### src/hw/rtl/icmp_pkg.sv
// Shared types and constants for the interval comparison unit.
package icmp_pkg;

  typedef struct packed {
    logic signed [31:0] a_mon_count;
    logic signed [31:0] a_days;
    logic signed [63:0] a_offset_ns;
    logic signed [31:0] b_mon_count;
    logic signed [31:0] b_days;
    logic signed [63:0] b_offset_ns;
  } icmp_in_t;

  typedef struct packed {
    logic is_less;
    logic is_equal;
  } icmp_out_t;

  localparam int PIPE_STAGES = 6;

  // offset mod 125 from byte residues; top byte is biased by 128, hence the constant
  localparam int MOD_W = 17;
  localparam logic [6:0] RES_WT [8] = '{7'd1, 7'd6, 7'd36, 7'd91, 7'd46, 7'd26, 7'd31, 7'd61};
  localparam logic [MOD_W-1:0] RES_BIAS = 17'd192;
  localparam logic [6:0] RES_MOD = 7'd125;

  // floor(s / 125) = (s * RECIP) >> RECIP_SH for s < 2**MOD_W
  localparam int RECIP_W = 19;
  localparam logic [RECIP_W-1:0] RECIP = 19'd268436;
  localparam int RECIP_SH = 25;
  localparam int Q_W = 10;

  localparam logic [9:0] HALF_US_NS = 10'd500;
  localparam logic [9:0] NS_PER_US = 10'd1000;

  // ns per month = K_MON << MON_SH, ns per day = K_DAY << DAY_SH
  localparam logic [34:0] K_MON = 35'd19775390625;
  localparam int K_LO_W = 18;
  localparam logic [K_LO_W-1:0] K_MON_LO = K_MON[K_LO_W-1:0];
  localparam logic [16:0] K_MON_HI = K_MON[34:K_LO_W];
  localparam int MON_SH = 17;
  localparam logic [30:0] K_DAY = 31'd1318359375;
  localparam int DAY_SH = 16;

  localparam int MON_W = 67;
  localparam int DAYP_W = 63;
  localparam int RND_W = 66;
  localparam int TOT_W = 86;

endpackage

### src/hw/rtl/icmp_total.sv
// Pipelined reduction of one interval to its total in rounded nanoseconds.
module icmp_total
  import icmp_pkg::*;
(
  input  logic                    clk,
  input  logic                    en,
  input  logic signed [31:0]      months,
  input  logic signed [31:0]      days,
  input  logic signed [63:0]      offset_ns,
  output logic signed [TOT_W-1:0] total
);

  // stage B: residue sum and partial products
  logic signed [63:0]        x_b_r;
  logic [MOD_W-1:0]          sres_b_r, sres_b_nxt;
  logic signed [50:0]        mlo_b_r, mlo_b_nxt;
  logic signed [48:0]        mhi_b_r, mhi_b_nxt;
  logic signed [DAYP_W-1:0]  dp_b_r, dp_b_nxt;

  always_comb begin
    logic [7:0] byt;
    sres_b_nxt = RES_BIAS;
    for (int k = 0; k < 8; k++) begin
      byt = offset_ns[8*k +: 8];
      if (k == 7) begin
        byt = byt ^ 8'h80;
      end
      sres_b_nxt = sres_b_nxt + MOD_W'(byt) * MOD_W'(RES_WT[k]);
    end
    mlo_b_nxt = 51'(months) * 51'($signed({1'b0, K_MON_LO}));
    mhi_b_nxt = 49'(months) * 49'($signed({1'b0, K_MON_HI}));
    dp_b_nxt  = DAYP_W'(days) * DAYP_W'($signed({1'b0, K_DAY}));
  end

  always_ff @(posedge clk) begin
    if (en) begin
      x_b_r    <= offset_ns;
      sres_b_r <= sres_b_nxt;
      mlo_b_r  <= mlo_b_nxt;
      mhi_b_r  <= mhi_b_nxt;
      dp_b_r   <= dp_b_nxt;
    end
  end

  // stage C: quotient by 125, month product combined
  logic signed [63:0]        x_c_r;
  logic [MOD_W-1:0]          sres_c_r;
  logic [Q_W-1:0]            q_c_r, q_c_nxt;
  logic signed [MON_W-1:0]   mon_c_r, mon_c_nxt;
  logic signed [DAYP_W-1:0]  dp_c_r;
  logic [MOD_W+RECIP_W-1:0]  qprod;

  always_comb begin
    qprod     = (MOD_W+RECIP_W)'(sres_b_r) * (MOD_W+RECIP_W)'(RECIP);
    q_c_nxt   = qprod[RECIP_SH +: Q_W];
    mon_c_nxt = (MON_W'(mhi_b_r) <<< K_LO_W) + MON_W'(mlo_b_r);
  end

  always_ff @(posedge clk) begin
    if (en) begin
      x_c_r    <= x_b_r;
      sres_c_r <= sres_b_r;
      q_c_r    <= q_c_nxt;
      mon_c_r  <= mon_c_nxt;
      dp_c_r   <= dp_b_r;
    end
  end

  // stage D: floor remainder mod 1000 via mod 8 and mod 125
  logic signed [63:0]        x_d_r;
  logic [9:0]                r_d_r, r_d_nxt;
  logic signed [MON_W-1:0]   mon_d_r;
  logic signed [DAYP_W-1:0]  dp_d_r;
  logic [MOD_W-1:0]          rem_full;
  logic [6:0]                r125;
  logic [2:0]                lift;

  always_comb begin
    rem_full = sres_c_r - MOD_W'(q_c_r) * MOD_W'(RES_MOD);
    r125     = rem_full[6:0];
    lift     = 3'(3'd5 * (x_c_r[2:0] - r125[2:0]));
    r_d_nxt  = 10'(r125) + 10'(lift) * 10'(RES_MOD);
  end

  always_ff @(posedge clk) begin
    if (en) begin
      x_d_r   <= x_c_r;
      r_d_r   <= r_d_nxt;
      mon_d_r <= mon_c_r;
      dp_d_r  <= dp_c_r;
    end
  end

  // stage E: round half to even, scale months and days
  logic signed [RND_W-1:0]   rnd_e_r, rnd_e_nxt;
  logic signed [TOT_W-1:0]   part_e_r, part_e_nxt;
  logic [9:0]                low_diff;
  logic                      round_up;

  always_comb begin
    low_diff   = x_d_r[9:0] - r_d_r;
    round_up   = (r_d_r > HALF_US_NS) || ((r_d_r == HALF_US_NS) && low_diff[3]);
    rnd_e_nxt  = RND_W'(x_d_r) - RND_W'(r_d_r) + (round_up ? RND_W'(NS_PER_US) : '0);
    part_e_nxt = (TOT_W'(mon_d_r) <<< MON_SH) + (TOT_W'(dp_d_r) <<< DAY_SH);
  end

  always_ff @(posedge clk) begin
    if (en) begin
      rnd_e_r  <= rnd_e_nxt;
      part_e_r <= part_e_nxt;
    end
  end

  // stage F: total
  logic signed [TOT_W-1:0] total_r, total_nxt;

  assign total_nxt = part_e_r + TOT_W'(rnd_e_r);

  always_ff @(posedge clk) begin
    if (en) begin
      total_r <= total_nxt;
    end
  end

  assign total = total_r;

endmodule

### config.mk
export PLATFORM = sky130hd
export DESIGN_NAME = icmp_total
export DESIGN_NICKNAME = d
export VERILOG_FILES = /design/src/hw/rtl/icmp_pkg.sv /design/src/hw/rtl/icmp_total.sv
export SDC_FILE = /design/constraint.sdc
export NUM_CORES = 2
export LEC_CHECK = 0
export BUFFER_PORTS_ARGS = -buffer_cell sky130_fd_sc_hd__buf_2
export CAP_MARGIN = 20
export CELL_PAD_IN_SITES_DETAIL_PLACEMENT = 1
export CELL_PAD_IN_SITES_GLOBAL_PLACEMENT = 2
export CORE_AREA = 4 4 369 516
export DETAILED_ROUTE_END_ITERATION = 6
export DIE_AREA = 0 0 373 520
export PLACE_DENSITY_LB_ADDON = 0.1
export SLEW_MARGIN = 20
export SYNTH_ARGS = -nofsm -noshare
export SYNTH_HDL_FRONTEND = slang
export SYNTH_SLANG_ARGS = --single-unit
export TNS_END_PERCENT = 5
### constraint.sdc
create_clock -name clk -period 26.7 [get_ports clk]
set_input_delay 6.675 -clock clk [delete_from_list [all_inputs] [get_ports clk]]
set_output_delay 6.675 -clock clk [all_outputs]
set_load 0.02 [all_outputs]
# Yosys cells after proc, flatten, opt, wreduce, memory -nomap -nowiden
# Index checks and enable logic that the tools add are counted.
op_classes:
  n_eq_ne: 1
  n_reduce_logical: 2
  addsub: 17
  mul: 14
  bitwise_logic: 1
  order_cmp: 1
  muxes: 1
op_table:
  columns: ["op", "n"]
  rows:
  - ["$add A86 B66 Y86", 1]
  - ["$add A84 B79 Y85", 1]
  - ["$add A67 B49 Y67", 1]
  - ["$add A65 B11 Y66", 1]
  - ["$sub A64 B11 Y65", 1]
  - ["$mul A32 B32 Y63 const B", 1]
  - ["$mul A32 B17 Y49 const B", 1]
  - ["$mul A32 B18 Y49 const B", 1]
  - ["$add A17 B13 Y17", 2]
  - ["$mul A17 B17 Y33 const B", 1]
  - ["$mul A8 B5 Y13 const B", 2]
  - ["$mul A8 B4 Y12 const B", 2]
  - ["$add A16 B14 Y17", 1]
  - ["$add A17 B14 Y17", 1]
  - ["$add A15 B15 Y16", 1]
  - ["$add A12 B14 Y15", 1]
  - ["$mul A8 B7 Y15 const B", 1]
  - ["$mul A8 B6 Y14 const B", 1]
  - ["$add A9 B11 Y12", 1]
  - ["$add A7 B10 Y10", 1]
  - ["$eq A10 B9 Y1 const B", 1]
  - ["$gt A10 B9 Y1 const B", 1]
  - ["$mul A10 B7 Y7 const B", 1]
  - ["$mul A3 B7 Y10 const B", 1]
  - ["10 further kinds", 10]
word_totals:
  ff_bits: 895
  word_cells: 54
  inputBits: 130

# Logic depth before layout (Yosys ltp)
logic_depth:
  ltp_word: 8
  depth_mapped: 32
  depth_no_buf: 32

# Worst setup path before layout
# OpenSTA, ideal clock, no wires.
synth_path:
  kind: "input to register"
  start: "input port offset_ns[33]"
  end: "register sres_b_r[16] (data pin)"
  n_path_buf: 0
  path_slack_ps: 12618
  arrival_time_ps: 13824
  required_ps: 26442
  path_stages: 31
  setup_time_ps: 258
  cell_sequence: "ha_1 > inv_1 > fa_1 > fa_1 > inv_1 > ha_1 > inv_1 > o21ai_0 > a21oi_1 > nand2b_1 > a21boi_0 > nor2_1 > xor2_1 > fa_1 > fa_1 > fa_1 > inv_1 > fa_1 > inv_1 > fa_1 > inv_1 > fa_1 > inv_1 > fa_1 > inv_1 > ha_1 > o21ai_0 > o21ai_0 > a31o_2 > a21oi_1 > xnor2_1"
synth_between:
  elab_chain_cells: 5
synth_lines:
  columns: ["element", "line_no", "source"]
  rows:
  - ["start, declared", "icmp_total.sv:9", "input logic signed [63:0] offset_ns,"]
  - ["$mul A8 B5 Y13", "icmp_total.sv:28", "sres_b_nxt = sres_b_nxt + MOD_W'(byt) * MOD_W'(RES_WT[k]);"]
  - ["$add A16 B14 Y17", "icmp_total.sv:28", null]
  - ["$add A17 B13 Y17 (2 in a row)", "icmp_total.sv:28", null]
  - ["$add A17 B14 Y17", "icmp_total.sv:28", null]
  - ["via sres_b_nxt[16]", "icmp_total.sv:15", "logic [MOD_W-1:0] sres_b_r, sres_b_nxt;"]
  - ["end signal, assigned", "icmp_total.sv:38", "sres_b_r <= sres_b_nxt;"]
  - ["end, declared", "icmp_total.sv:15", null]
# The timed path passes the listed nets, and every way through them passes these cells.
# A chain may end at the register's enable or synchronous reset.

# Final worst setup path
layout_path:
  start: "input port offset_ns[32]"
  end: "register sres_b_r[13] (data pin)"
# The elaborated chain is that of the path after synthesis.

==> run metrics <==
routed vias/inst=5.371; Async SR Flop Fraction=0%; largest net degree at the start of global routing=183; H-tree depth reported by CTS=3; Detailed Route WL=249300 µm; critical path's slowest cell=fa_1; CP max stage delay=0.55 ns; area added between synthesis and finish=7.697%; Worst-Skew Late Latency=0.71 ns; GPL Wtd Cong=0.8984; Critical Path AT=14.66 ns; IO Port Bufs=215; Die Width=373 µm; Tcrit/Tclk final=53.26%; reg2reg path depth=22; critical setup path kind=input port to flip-flop; post-route ant nets=0; 1st-pass router iterations=5; Synth cell types=89; hold path cells=0; clock-pin slew on the worst setup and hold paths=0.07 ns; dpl hpwl=213900 µm; register area share after synthesis=29.56%; Slew headroom=29.48%; core area=185500 µm²; clock sinks=873; Top FF cell, synth=edfxtp_1; critical path launch point type=input port; initial antenna violation count=7; Hold Startpoint=dp_d_r[0]; die area=194000 µm²; num rows=187; Final setup violation count=0; starting density of the core=47.79%; Data required, critical path=27.14 ns; Synth Instances=8191; clk_skew=0.04436 ns; CP Max Fanout=4; CP dominant cell by count=fa_1; Hold Slack=0.4081 ns; Final nets=10800; #FFs+latches synth=873; crit path time final=14.22 ns; postcts setup bufs=0; Hold EP=part_e_r[16]; CTS Root Cell=clkbuf_16; Post-Syn Area=88670 µm²; I/O Pins=216; unrepaired setup endpoints after global routing=false; Hold Crit Class=flip-flop to flip-flop; FF-to-FF Start=r_d_r[1]; layout cell share with drive strength beyond 1=5.089%; chip height=520 µm; Final Max Slew Viols=0; 1st-iter DRT viols=2422; first-pass GRT wire length=390000 µm; DR WL/cell=22.84 µm; Syn. warnings=0; GRT Util Overall=26.02%; grt ovf=0; # resized after CTS=0; Num CTS Buffers=87; Final TNS setup=0 ns; Max-Cap Viols=0; Tightest Pin Transition=1.058 ns; Vias=58620; Hold Vio Cnt, Final=0; crit path from=offset_ns[32]; Synth Area per Inst=10.83 µm²; drt drc=0; status=complete, no violations; vias in the first global route=66900; CTS Buffer Depth=3; hold_buf cts=0; Net Count, Synth=10610; CTS tree=built; maximum clock frequency=70.32 MHz; Post-synth EDFFs=873; r2r endpoint=rnd_e_r[64]; flop2flop setup slack=20.15 ns; Crit. End Element=flip-flop
-- cells in the final DEF (no fill, tap or decap), types with 34 or more instances in the layout --
master        n
o21a_1       41
nand4_1      79
edfxtp_1    873
xor2_1      158
nor2_1      241
inv_1      1983
fa_1        987
nand2b_1     58
clkbuf_16    87
a31oi_1      44
nand2_1     266
xnor2_1     305
nand3_1      78
and3_1       59
buf_2       213
a211oi_1     45
ha_1       1300
and2_1       34
nor2b_1      43
a21o_1      266
o21ai_0     232
a21oi_1     455
o21bai_1     70
nor3_1       53
-- registers in the layout, indices dropped and copies added (netlist names), 64 cells and up --
signal    count
x_b_r        64
part_e_r     69
mon_c_r      67
total        86
x_c_r        64
rnd_e_r      66
x_d_r        64
mon_d_r      67
-- final cells by class --
cell class	instances	area (µm²)
fillers	20110	90050
multi-input cells	5206	54500
flip-flops and latches	873	26220
inverters	1983	7443
well taps	2457	3074
clock buffers	93	2200
repair buffers	230	1214
clock inverters	65	834.6
diodes	8	20.02
-- synth_stat cells (all sizes together), types with 13 or more instances --
| master | instances | area share (%) |
|---|---|---|
| a2111oi | 14 | 0.17 |
| a211oi | 46 | 0.40 |
| a21boi | 18 | 0.15 |
| a21o | 271 | 2.3 |
| a21oi | 457 | 2.6 |
| a221oi | 19 | 0.19 |
| a311oi | 13 | 0.13 |
| a31o | 16 | 0.16 |
| a31oi | 44 | 0.31 |
| a41oi | 20 | 0.20 |
| and2 | 35 | 0.25 |
| and3 | 59 | 0.42 |
| and4 | 16 | 0.16 |
| clkbuf | 119 | 0.50 |
| edfxtp | 873 | 30 |
| fa | 987 | 22 |
| ha | 1300 | 18 |
| inv | 1983 | 8.4 |
| mux2i | 14 | 0.16 |
| nand2 | 266 | 1.1 |
| nand2b | 58 | 0.41 |
| nand3 | 78 | 0.44 |
| nand4 | 79 | 0.56 |
| nor2 | 241 | 1.0 |
| nor2b | 43 | 0.30 |
| nor3 | 54 | 0.31 |
| nor4 | 13 | 0.099 |
| o211ai | 20 | 0.17 |
| o21a | 41 | 0.35 |
| o21ai | 256 | 1.4 |
| o21bai | 70 | 0.59 |
| o31ai | 28 | 0.24 |
| or3 | 17 | 0.12 |
| xnor2 | 305 | 3.0 |
| xor2 | 158 | 1.6 |
-- worst max-delay path, delay by kind of cell --
family / cells / cell delay, ns
xor+xnor: 2 / 0.32
simple gates: 3 / 0.41
buf+inv: 8 / 0.52
fa+ha+maj: 12 / 5.32
compound gates: 7 / 1.39
-- metal layers --
metal | vias to the layer above | GRT usage [%] | wire, µm | share of wire [%]
met5 | - | 0 | 34 | 0.014
met3 | 391 | 1.854 | 4689 | 1.9
li1 | 27620 | - | - | -
met4 | 4 | 10.49 | 11880 | 4.8
met1 | 29850 | 28.05 | 92240 | 37
met2 | 751 | 51.97 | 140500 | 56
-- stage by stage --
| step | cell area (µm²) | setup WS (ns) | cells | util, % |
|---|---|---|---|---|
| global route | 95480 | 11.97 | 10910 | 51.46 |
| floorplan | 88670 | 12.62 | 8191 | - |
| detailed placement | 92440 | 11.81 | 10750 | 49.82 |
| global placement | 92440 | 11.87 | 10750 | 49.82 |
| CTS | 95480 | 12.50 | 10910 | 51.46 |
| finish | 95500 | 12.48 | 10920 | 51.47 |
-- cell families (layout without fill, tap and decap cells) --
| family | after synthesis | after routing | synth area share (%) |
|---|---|---|---|
| AND/OR/NAND/NOR | 1001 | 1001 | 5.576 |
| buffers and inverters | 2112 | 2371 | 8.979 |
| XOR/XNOR | 463 | 463 | 4.573 |
| adder cells (fa/ha/maj) | 2287 | 2287 | 40.63 |
| flip-flops | 873 | 873 | 29.56 |
| multiplexers | 19 | 19 | 0.2215 |
| AO/OA/AOI/OAI | 1436 | 1436 | 10.46 |
| other | 0 | 8 | 0 |
-- worst max-delay path by stage --
stage	endpoint	slack, ns	cells past startpoint
5_1_grt	sres_b_r[15]	11.97	32
2_1_floorplan	sres_b_r[16]	12.62	31
3_3_place_gp	sres_b_r[16]	11.87	32
3_5_place_dp	sres_b_r[16]	11.81	32
4_1_cts	sres_b_r[13]	12.50	32
6_report	sres_b_r[13]	12.48	32
Power is left out: the tool's default activity adds up to more than one toggle a clock period on the data nets, which glitch-free logic cannot reach.
